**config.mk**
```make
export PLATFORM = sky130hd
export DESIGN_NAME = packed_yuv422_to_rgb_or_gray
export DESIGN_NICKNAME = d
export VERILOG_FILES = /design/src/y422rgb_pkg.sv /design/src/packed_yuv422_to_rgb_or_gray.sv /design/src/y422rgb_lane.sv /design/src/y422rgb_merge.sv /design/src/y422rgb_cfg.sv
export VERILOG_INCLUDE_DIRS = /design/src /design/src/src
export SDC_FILE = /design/constraint.sdc
export NUM_CORES = 2
export LEC_CHECK = 0
export BUFFER_PORTS_ARGS = -buffer_cell sky130_fd_sc_hd__buf_4
export CELL_PAD_IN_SITES_DETAIL_PLACEMENT = 2
export CELL_PAD_IN_SITES_GLOBAL_PLACEMENT = 2
export CORE_UTILIZATION = 39
export DETAILED_ROUTE_END_ITERATION = 10
export PLACE_DENSITY = 0.84
export SYNTH_ARGS = -nofsm -noshare
export SYNTH_HDL_FRONTEND = slang
export SYNTH_SLANG_ARGS = --single-unit
```
**constraint.sdc**
```tcl
create_clock -name clk -period 5.9 [get_ports clk]
set_clock_uncertainty 0.1 [all_clocks]
set_input_delay 0.295 -clock clk [delete_from_list [all_inputs] [get_ports clk]]
set_output_delay 0.295 -clock clk [all_outputs]
set_load 0.05 [all_outputs]
```
**src/assert_macros.svh**
```systemverilog
// ----------------------------------------------------------------------------
// assertion macros
// concurrent checks for rtl, empty when SYNTHESIS is defined
// ----------------------------------------------------------------------------
`ifndef ASSERT_MACROS_SVH
`define ASSERT_MACROS_SVH
`ifndef SYNTHESIS
// same-cycle implication
`define ASSERT_IMPLY(label, clk, rst_n, ante, cons, msg) \
	label: assert property (@(posedge clk) disable iff (!rst_n) (ante) |-> (cons)) \
		else $error(msg);
// next-cycle implication
`define ASSERT_NEXT(label, clk, rst_n, ante, cons, msg) \
	label: assert property (@(posedge clk) disable iff (!rst_n) (ante) |=> (cons)) \
		else $error(msg);
`else
`define ASSERT_IMPLY(label, clk, rst_n, ante, cons, msg)
`define ASSERT_NEXT(label, clk, rst_n, ante, cons, msg)
`endif
`endif

```
**src/y422rgb_pkg.sv**
```systemverilog
// ----------------------------------------------------------------------------
// y422rgb_pkg
// shared types, constants and arithmetic helpers of the 4:2:2 converter
// ----------------------------------------------------------------------------
package y422rgb_pkg;

	localparam int SUMW   = 22;
	localparam int CHW    = 12;
	localparam int NSTG   = 5;
	localparam int IN_W   = 32;
	localparam int OUT_W  = 64;
	localparam int ADDR_W = 3;
	localparam int DATA_W = 32;

	localparam logic REG_BYTE_ORDER  = 1'b0;
	localparam logic REG_GRAY_OUTPUT = 1'b1;

	localparam logic signed [SUMW-1:0] Y_OFS  = 22'sd16;
	localparam logic signed [SUMW-1:0] C_OFS  = 22'sd128;
	localparam logic signed [SUMW-1:0] K_Y    = 22'sd1192;
	localparam logic signed [SUMW-1:0] K_VR   = 22'sd1634;
	localparam logic signed [SUMW-1:0] K_UG   = 22'sd400;
	localparam logic signed [SUMW-1:0] K_VG   = 22'sd832;
	localparam logic signed [SUMW-1:0] K_UB   = 22'sd2065;
	localparam logic signed [SUMW-1:0] LUMA_R = 22'sd306;
	localparam logic signed [SUMW-1:0] LUMA_G = 22'sd601;
	localparam logic signed [SUMW-1:0] LUMA_B = 22'sd117;

	typedef struct packed {
		logic s1;
		logic s2;
		logic s3;
		logic s4;
		logic s5;
	} stage_en_t;

	typedef struct packed {
		logic [7:0] r;
		logic [7:0] g;
		logic [7:0] b;
		logic [7:0] luma;
	} pix_t;

	typedef struct packed {
		logic byte_order;
		logic gray_output;
	} cfg_t;

	// divide by 1024, rounding toward zero
	function automatic logic signed [CHW-1:0] trunc10(input logic signed [SUMW-1:0] x);
		logic signed [SUMW-1:0] sh;
		sh = x >>> 10;
		if (x[SUMW-1] && (|x[9:0])) begin
			sh = sh + SUMW'(1);
		end
		return sh[CHW-1:0];
	endfunction

	// clamp to 0..255
	function automatic logic [7:0] sat8(input logic signed [CHW-1:0] c);
		logic [7:0] res;
		if (c[CHW-1]) begin
			res = 8'd0;
		end else if (|c[CHW-2:8]) begin
			res = 8'hFF;
		end else begin
			res = c[7:0];
		end
		return res;
	endfunction

	function automatic logic signed [SUMW-1:0] sext_ch(input logic signed [CHW-1:0] c);
		return SUMW'(c);
	endfunction

endpackage

```
**src/packed_yuv422_to_rgb_or_gray.sv**
```systemverilog
// ----------------------------------------------------------------------------
// packed_yuv422_to_rgb_or_gray
// packed 4:2:2 pixel pair to two bt.601 rgb pixels or two gray levels
// ----------------------------------------------------------------------------
// pipeline: matrix products, channel sums, clamp and luma weights, pixel register, output word
// throughput: one pixel pair per cycle while the output is not stalled, two lanes run side by side
// stall: each stage holds only while the stage after it is full and stalled
// reset: arst_n clears the stage valid bits and both registers to 0
// ----------------------------------------------------------------------------
`include "assert_macros.svh"

module packed_yuv422_to_rgb_or_gray import y422rgb_pkg::*; (
	input  logic              clk,
	input  logic              arst_n,
	input  logic              s_axis_tvalid,
	output logic              s_axis_tready,
	// byte_a, byte_b, byte_c, byte_d
	input  logic [IN_W-1:0]   s_axis_tdata,
	output logic              m_axis_tvalid,
	input  logic              m_axis_tready,
	// red_first, green_first, blue_first, red_second, green_second,
	// blue_second, luma_first, luma_second
	output logic [OUT_W-1:0]  m_axis_tdata,
	input  logic              psel,
	input  logic              penable,
	input  logic              pwrite,
	input  logic [ADDR_W-1:0] paddr,
	input  logic [DATA_W-1:0] pwdata,
	output logic [DATA_W-1:0] prdata,
	output logic              pready
);

	cfg_t            cfg;
	logic [NSTG-1:0] valid_q;
	logic [NSTG-1:0] adv;
	stage_en_t       en;
	logic [7:0]      y0, y1, u, v;
	pix_t            pix_first, pix_second;

	y422rgb_cfg u_cfg (
		.clk     (clk),
		.arst_n  (arst_n),
		.psel    (psel),
		.penable (penable),
		.pwrite  (pwrite),
		.paddr   (paddr),
		.pwdata  (pwdata),
		.prdata  (prdata),
		.pready  (pready),
		.cfg     (cfg)
	);

	// a stage moves when it is empty or the next one moves
	always_comb begin
		adv[NSTG-1] = !valid_q[NSTG-1] || m_axis_tready;
		for (int k = NSTG - 2; k >= 0; k--) begin
			adv[k] = !valid_q[k] || adv[k+1];
		end
	end

	always_ff @(posedge clk or negedge arst_n) begin
		if (!arst_n) begin
			valid_q <= '0;
		end else begin
			if (adv[0]) begin
				valid_q[0] <= s_axis_tvalid;
			end
			for (int k = 1; k < NSTG; k++) begin
				if (adv[k]) begin
					valid_q[k] <= valid_q[k-1];
				end
			end
		end
	end

	assign en.s1 = adv[0];
	assign en.s2 = adv[1];
	assign en.s3 = adv[2];
	assign en.s4 = adv[3];
	assign en.s5 = adv[4];

	assign s_axis_tready = adv[0];
	assign m_axis_tvalid = valid_q[NSTG-1];

	// unpack per byte order
	always_comb begin
		if (cfg.byte_order) begin
			y0 = s_axis_tdata[7:0];
			u  = s_axis_tdata[15:8];
			y1 = s_axis_tdata[23:16];
			v  = s_axis_tdata[31:24];
		end else begin
			u  = s_axis_tdata[7:0];
			y0 = s_axis_tdata[15:8];
			v  = s_axis_tdata[23:16];
			y1 = s_axis_tdata[31:24];
		end
	end

	y422rgb_lane u_lane_first (
		.clk     (clk),
		.luma_in (y0),
		.u_in    (u),
		.v_in    (v),
		.en      (en),
		.pix     (pix_first)
	);

	y422rgb_lane u_lane_second (
		.clk     (clk),
		.luma_in (y1),
		.u_in    (u),
		.v_in    (v),
		.en      (en),
		.pix     (pix_second)
	);

	y422rgb_merge u_merge (
		.clk         (clk),
		.pix_first   (pix_first),
		.pix_second  (pix_second),
		.gray_output (cfg.gray_output),
		.en          (en),
		.tdata       (m_axis_tdata)
	);

	`ASSERT_IMPLY(a_stall_full, clk, arst_n, !s_axis_tready, valid_q == '1, "input stalled with a free stage")
	`ASSERT_NEXT(a_in_taken, clk, arst_n, s_axis_tvalid && s_axis_tready, valid_q[0], "input transfer not captured")
	`ASSERT_NEXT(a_mid_hold, clk, arst_n, valid_q[3] && !adv[4], valid_q[3], "stalled item lost in pipeline")
	`ASSERT_NEXT(a_out_drain, clk, arst_n, m_axis_tvalid && m_axis_tready && !valid_q[3], !m_axis_tvalid, "output transfer repeated")

endmodule

```
**src/y422rgb_lane.sv**
```systemverilog
// ----------------------------------------------------------------------------
// y422rgb_lane
// one pixel: bt.601 matrix, truncating divide, clamp and luma weighting
// ----------------------------------------------------------------------------
module y422rgb_lane import y422rgb_pkg::*; (
	input  logic       clk,
	input  logic [7:0] luma_in,
	input  logic [7:0] u_in,
	input  logic [7:0] v_in,
	input  stage_en_t  en,
	output pix_t       pix
);

	logic signed [SUMW-1:0] ye, ue, ve;
	logic signed [SUMW-1:0] ys_s1, vr_s1, ug_s1, vg_s1, ub_s1;
	logic signed [CHW-1:0]  r_s2, g_s2, b_s2;
	logic [7:0]             r_s3, g_s3, b_s3;
	logic signed [SUMW-1:0] pr_s3, pg_s3, pb_s3;
	pix_t                   pix_s4;

	assign ye = SUMW'(signed'({1'b0, luma_in})) - Y_OFS;
	assign ue = SUMW'(signed'({1'b0, u_in})) - C_OFS;
	assign ve = SUMW'(signed'({1'b0, v_in})) - C_OFS;

	// matrix products
	always_ff @(posedge clk) begin
		if (en.s1) begin
			ys_s1 <= ye * K_Y;
			vr_s1 <= ve * K_VR;
			ug_s1 <= ue * K_UG;
			vg_s1 <= ve * K_VG;
			ub_s1 <= ue * K_UB;
		end
	end

	// channel sums, scaled down
	always_ff @(posedge clk) begin
		if (en.s2) begin
			r_s2 <= trunc10(ys_s1 + vr_s1);
			g_s2 <= trunc10(ys_s1 - ug_s1 - vg_s1);
			b_s2 <= trunc10(ys_s1 + ub_s1);
		end
	end

	// clamped channels and luma weights
	always_ff @(posedge clk) begin
		if (en.s3) begin
			r_s3  <= sat8(r_s2);
			g_s3  <= sat8(g_s2);
			b_s3  <= sat8(b_s2);
			pr_s3 <= sext_ch(r_s2) * LUMA_R;
			pg_s3 <= sext_ch(g_s2) * LUMA_G;
			pb_s3 <= sext_ch(b_s2) * LUMA_B;
		end
	end

	always_ff @(posedge clk) begin
		if (en.s4) begin
			pix_s4.r    <= r_s3;
			pix_s4.g    <= g_s3;
			pix_s4.b    <= b_s3;
			pix_s4.luma <= sat8(trunc10(pr_s3 + pg_s3 + pb_s3));
		end
	end

	assign pix = pix_s4;

endmodule

```
**src/y422rgb_merge.sv**
```systemverilog
// ----------------------------------------------------------------------------
// y422rgb_merge
// combines both lanes into the output word, rgb pair or gray pair
// ----------------------------------------------------------------------------
module y422rgb_merge import y422rgb_pkg::*; (
	input  logic             clk,
	input  pix_t             pix_first,
	input  pix_t             pix_second,
	input  logic             gray_output,
	input  stage_en_t        en,
	output logic [OUT_W-1:0] tdata
);

	logic [OUT_W-1:0] tdata_s5;

	always_ff @(posedge clk) begin
		if (en.s5) begin
			if (gray_output) begin
				tdata_s5 <= {pix_second.luma, pix_first.luma, 48'd0};
			end else begin
				tdata_s5 <= {16'd0, pix_second.b, pix_second.g, pix_second.r,
					pix_first.b, pix_first.g, pix_first.r};
			end
		end
	end

	assign tdata = tdata_s5;

endmodule

```
**src/y422rgb_cfg.sv**
```systemverilog
// ----------------------------------------------------------------------------
// y422rgb_cfg
// apb register file: byte order and output mode
// ----------------------------------------------------------------------------
module y422rgb_cfg import y422rgb_pkg::*; (
	input  logic              clk,
	input  logic              arst_n,
	input  logic              psel,
	input  logic              penable,
	input  logic              pwrite,
	input  logic [ADDR_W-1:0] paddr,
	input  logic [DATA_W-1:0] pwdata,
	output logic [DATA_W-1:0] prdata,
	output logic              pready,
	output cfg_t              cfg
);

	logic byte_order_q;
	logic gray_output_q;
	logic idx;
	logic wr;

	assign pready = 1'b1;
	assign idx    = paddr[2];
	assign wr     = psel && penable && pwrite && pready;

	always_ff @(posedge clk or negedge arst_n) begin
		if (!arst_n) begin
			byte_order_q  <= 1'b0;
			gray_output_q <= 1'b0;
		end else if (wr) begin
			case (idx)
				REG_BYTE_ORDER:  byte_order_q  <= pwdata[0];
				REG_GRAY_OUTPUT: gray_output_q <= pwdata[0];
				default: ;
			endcase
		end
	end

	always_comb begin
		case (idx)
			REG_BYTE_ORDER:  prdata = {{(DATA_W-1){1'b0}}, byte_order_q};
			REG_GRAY_OUTPUT: prdata = {{(DATA_W-1){1'b0}}, gray_output_q};
			default:         prdata = '0;
		endcase
	end

	assign cfg.byte_order  = byte_order_q;
	assign cfg.gray_output = gray_output_q;

endmodule

```
---- Yosys cells after proc, flatten, opt, wreduce, memory -nomap -nowiden ----
Cells that the tools add are included.
W data, S select, Z words.
word-level totals
  bits in registers ....................... 500
  latch bits .............................. 0
  RAM bits ................................ 0
  ROM bits ................................ 0
  input port bits ......................... 74
  output and inout port bits .............. 99
  word-level logic and storage cells ...... 139
  memories ................................ 0
operators by class
  add/subtract/negate cells ............... 24
  multiply operators ...................... 12
  div/mod/pow operators ................... 0
  magnitude comparators ................... 0
  equality and inequality tests ........... 0
  shift-type cells ........................ 0
  muxes and demuxes ....................... 23
  bitwise logic cells ..................... 1
  reductions and logical operators ........ 38
operators by type and width
  operator                  count
  $add A22 B22 Y22          8
  $mux W12                  10
  $add A12 B2 Y12 const B   8
  $mux W8                   12
  $sub A22 B22 Y22          4
  $reduce_or A10 Y1         8
  $pmux W32 S2              1
  $mul A12 B11 Y22 const B  2
  $mul A22 B9 Y19 const B   2
  $mul A12 B9 Y21 const B   2
  $mul A12 B8 Y20 const B   2
  $reduce_or A3 Y1          8
  $mul A22 B11 Y21 const B  1
  $mul A22 B13 Y22 const B  1
  $mul A22 B5 Y16 const B   1
  $mul A22 B6 Y18 const B   1
  $sub A8 B5 Y9 const B     2
  $sub A8 B8 Y9 const B     2
  $logic_and A1 B1 Y1       10
  $logic_not A1 Y1          5
  $logic_or A1 B1 Y1        5
  $reduce_and A2 Y1         2
  $not A1 Y1                1

---- Depth between registers and ports, before layout ----
  word-level depth ........................ 8
  depth in mapped cells ................... 24

---- Hierarchy ----
Synthesis repeated with hierarchy kept, for this count alone.
unflattened totals
  cells, all modules ...................... 4631
  area total of the unflattened synthesis .. 50991.4 µm²
by module, submodules not included
  module                         times used  cells each  area each (µm²)
  y422rgb_lane at u_lane_first   1           2213        23857.9
  y422rgb_lane at u_lane_second  1           2187        23628.9
  y422rgb_merge                  1           135         2397.3
  packed_yuv422_to_rgb_or_gray   1           53          745.7
  y422rgb_cfg                    1           43          361.6

---- Least setup slack after synthesis ----
No wires, ideal clock.
  kind .................................... flip-flop to flip-flop
  start ................................... register valid_q[4]
  end ..................................... register u_lane_first.b_s3[0] (enable)
  setup time .............................. 1.860 ns
  arrival ................................. 4.815 ns
  data required time ...................... 3.940 ns
  path slack .............................. -0.875 ns
  cell stages (with the launch flop) ...... 3
  path buffers ............................ 0
  clock period less this slack ............ 6.775 ns
  cells stage by stage .................... dfrtp_1 -> nor2b_1 -> nand3_1
on the way
  word-level cells in the longest chain between the ends .. 4
RTL lines
  what                              line                                text
  start: declaration                packed_yuv422_to_rgb_or_gray.sv:34  logic [NSTG-1:0] valid_q;
  start signal: indexed assignment  packed_yuv422_to_rgb_or_gray.sv:70  valid_q[k] <= valid_q[k-1];
  $logic_not A1 Y1                  packed_yuv422_to_rgb_or_gray.sv:55  adv[NSTG-1] = !valid_q[NSTG-1] || m_axis_tready;
  $logic_or A1 B1 Y1                packed_yuv422_to_rgb_or_gray.sv:55
  $logic_or A1 B1 Y1 (2 in a row)   packed_yuv422_to_rgb_or_gray.sv:57  adv[k] = !valid_q[k] || adv[k+1];
  named net adv[2]                  packed_yuv422_to_rgb_or_gray.sv:35  logic [NSTG-1:0] adv;
  end signal: assignment            y422rgb_lane.sv:50                  b_s3 <= sat8(b_s2);
  end: declaration                  y422rgb_lane.sv:17                  logic [7:0] r_s3, g_s3, b_s3;
The timed path passes the listed nets, and every way through them passes these cells.
A chain may end at the register's enable or synchronous reset.

---- Worst setup path in the final report ----
  start ................................... register u_cfg.byte_order_q
  end ..................................... register u_lane_first.vr_s1[18] (data pin)
on the way
  word-level cells in the longest chain between the ends .. 3
RTL lines
  what                            line                                text
  start: declaration              y422rgb_cfg.sv:18                   logic byte_order_q;
  start signal: assignment        y422rgb_cfg.sv:33                   REG_BYTE_ORDER: byte_order_q <= pwdata[0];
  $mux W8                         packed_yuv422_to_rgb_or_gray.sv:87  if (cfg.byte_order) begin
  named net u_lane_first.v_in[2]  y422rgb_lane.sv:9                   input logic [7:0] v_in,
  $sub A8 B8 Y9                   y422rgb_lane.sv:23                  assign ve = SUMW'(signed'({1'b0, v_in})) - C_OFS;
  $mul A22 B11 Y21                y422rgb_lane.sv:29                  vr_s1 <= ve * K_VR;
  end signal: assignment          y422rgb_lane.sv:29
  end: declaration                y422rgb_lane.sv:15                  logic signed [SUMW-1:0] ys_s1, vr_s1, ug_s1, vg_s1, ub_s1;
The timed path passes the listed nets, and every way through them passes these cells.

==> impl_metrics.py <==
metrics = {
    "synth": {
        "synth.area.top_cells": "edfxtp_1 32%, ha_1 21%, fa_1 12%",
        "synth_top_family_by_area": "adder cells",
        "synth_area_per_cell_sq_um": 10.8,
        "ys.flop_type": "edfxtp_1",
        "synth_edf_count": 484,
        "synth-adder-area-share": 0.332,
        "yosysSeqAreaShare": 0.323,
        "yosysWarnings": 0,
        "yosys.area.top_type_share": 0.319,
        "syn_area_sq_um": 45600,
        "synthDistinctLibCells": 106,
        "synth_most_common_cell": "ha_1",
        "yosys.area_share.xor_xnor": 0.0666,
        "synthArstFlopShare": 0.0143,
        "synth_cells": 4223,
        "synthTopCellsByCount": "755 x ha_1, 646 x inv_1, 484 x edfxtp_1",
        "synthMuxAreaShare": 0.0166,
        "synth_seq_cells": 491,
        "yosysTopAreaCell": "edfxtp_1",
        "synth_compound_area_frac": 0.103,
        "yosys.area_share.simple": 0.0963,
    },
    "sta": {
        "setup_viol": 0,
        "maxSlewHeadroom": 0.213,
        "layout_min_cycle_time_ns": 5.73,
        "rsz0062_at_grt": "yes",
        "report.final.slew_viol_count": 0,
        "finalWorstSetupSlack_ns": 0.169,
        "period_share": 0.971,
        "tightest_slew_ns": 1.18,
        "hold_viol": 0,
        "fmaxAchievable_mhz": 174,
    },
    "grt": {
        "grt_pass1_wl_mm": 226,
        "grt_max_degree": 176,
        "grt_use_met1": 0.298,
        "first_global_vias": 38100,
        "globalRouteMet3Util": 0.0223,
        "grt.total_usage": 0.248,
        "grtUsageMet2": 0.454,
        "grt_overflow_total": 0,
        "busiest_layer": "met2",
        "antenna_found_initial": 1,
    },
    "clocking": {
        "path_clk_slew_ns": 0.06,
        "tritoncts": "done",
        "clock_latency_ns": 0.69,
        "cts_root_buffer": "clkbuf_16",
        "cts_setup_buffers": 0,
        "cts.sinks": 491,
        "htreeDepth": 2,
        "cts_made_buffers": 61,
        "clock_path_buffers": 3,
    },
    "routing": {
        "remaining_drc_errors": 0,
        "wl_per_cell_microns": 24.4,
        "avgViaCountPerCell": 5.49,
        "via_count": 32800,
        "drt-pass1-iter-count": 8,
        "ant_nets": 0,
        "finalWirelength_mm": 146,
        "drt_iter0_drc": 1380,
    },
    "floorplanning": {
        "std_cell_rows": 125,
        "coreArea_sq_um": 116000,
        "die_w_microns": 344,
        "floorplan.die.height_microns": 344,
        "start_util": 0.393,
        "io_pins": 173,
        "fp.dieArea_sq_um": 118000,
    },
    "setup_path": {
        "worstPathRequired_ns": 6.22,
        "worst-setup-path-type": "reg2reg",
        "critPathLaunchType": "register",
        "setup.worst_path.end_class": "register",
        "cp.arrival_ns": 6.05,
        "cp_max_fo": 28,
    },
    "worst_hold_path": {
        "min_path_type": "in2reg",
    },
    "flow_run": {
        "maxCapViolCount": 0,
    },
    "placement": {
        "numPortBuffers": 107,
        "dp_hpwl_mm": 115,
        "dp_cells": 5829,
        "place.gp.congestion": 0.921,
        "place_ws_ns": 0.0862,
    },
    "status": {
        "outcome": "finished, final reports clean",
    },
    "finish": {
        "synthToLayoutAreaGrowth_pct": 10.9,
        "num-fill-cells": 12000,
        "finalNonFillerCells": 5966,
        "layout.nets": 5504,
        "drive_gt1_frac": 0.0738,
        "insertedDiodeCount": 0,
    },
}
## cell usage in the layout, fill, tap and decap left out, types with 83 or more instances in the layout
master	netlist	final
xnor2_1	242	242
xor2_1	101	100
nor2b_1	83	83
ha_1	755	755
fa_1	284	284
nand2_1	141	139
edfxtp_1	484	484
a21oi_1	184	181
o21ai_0	112	108
buf_4	33	126
inv_1	646	645
nor2_1	259	259
## registers in the layout (all words and copies together) (netlist names), 19 cells and up
name,count
u_merge.tdata,64
u_lane_first.pix,32
u_lane_second.pix,32
u_lane_first.pg_s3,22
u_lane_second.pg_s3,22
u_lane_second.ub_s1,22
u_lane_first.pr_s3,21
u_lane_second.pr_s3,21
u_lane_first.pb_s3,20
u_lane_second.pb_s3,20
u_lane_first.vr_s1,19
u_lane_first.ys_s1,19
u_lane_second.ys_s1,19
## worst max-delay path, stage by stage (launching register included)
cell      delay, ns
dfrtp_2        0.39
buf_12         0.20
mux2_2         0.48
ha_1           0.36
fa_1           0.53
inv_1          0.06
fa_1           0.49
inv_1          0.06
fa_1           0.55
inv_1          0.05
ha_1           0.31
ha_1           0.35
a21oi_1        0.26
o21bai_1       0.13
a21oi_2        0.24
o21bai_1       0.11
a21oi_1        0.25
nor2b_1        0.08
o21a_1         0.19
nor2_1         0.12
xnor2_1        0.08
## worst paths after layout
path	from	end	slack, ns	cells past startpoint
hold reg to reg	u_lane_first.g_s3[7]	u_lane_first.pix[23]	0.31	0
setup reg to reg	u_cfg.byte_order_q	u_lane_first.vr_s1[18]	0.17	20
min in group asynchronous	arst_n	valid_q[4]	0.53	3
setup / recovery	u_cfg.byte_order_q	u_lane_first.vr_s1[18]	0.17	20
max in group asynchronous	arst_n	u_cfg.byte_order_q	4.89	3
hold / removal	penable	u_cfg.byte_order_q	0.05	4
## per-stage QoR
stage               setup TNS, ns  hold slack (ns)  cell area (sq um)  utilization
global placement                0           0.0121              48200        0.416
detailed placement              0           0.0160              48200        0.416
CTS                             0          0.00201              50500        0.435
finish                          0           0.0507              50600        0.436
floorplan                       0           -0.101              45700            -
global route              -0.0343           0.0454              50600        0.436
## cell type report
cell class / count / area [sq um] / share of cell area
Multi-Input combinational cell: 3038 / 28300 / 0.559
Sequential cell: 491 / 14700 / 0.291
Timing Repair Buffer: 152 / 1240 / 0.0244
Inverter: 647 / 2430 / 0.0480
Clock buffer: 78 / 1660 / 0.0329
Tap cell: 1524 / 1910 / 0.0377
Clock inverter: 36 / 369 / 0.00730
## kinds of logic (layout without fill, tap and decap cells)
kind of cell | Yosys count | count (layout)
flip-flops | 491 | 491
adder cells (fa/ha/maj) | 1039 | 1039
multiplexers | 71 | 71
other | 2 | 32
buffers and inverters | 724 | 913
AND/OR/NAND/NOR | 860 | 860
AO/OA/AOI/OAI | 691 | 691
XOR/XNOR | 345 | 345
## timing repair
| item | CTS | global route |
|---|---|---|
| gates resized for setup | 0 | 19 |
| hold endpoints to repair | 20 | 0 |
| setup endpoints to repair | 0 | 12 |
| hold buffers | 23 | 0 |
## per-layer routing
metal  wire [microns]  share of wire
met1            60300           0.41
met5                0              0
met3             4080          0.028
met4             5590          0.038
met2            75600           0.52
Power is not shown: default switching activity piles up to over one toggle a cycle in this logic, so the estimate is an artifact.
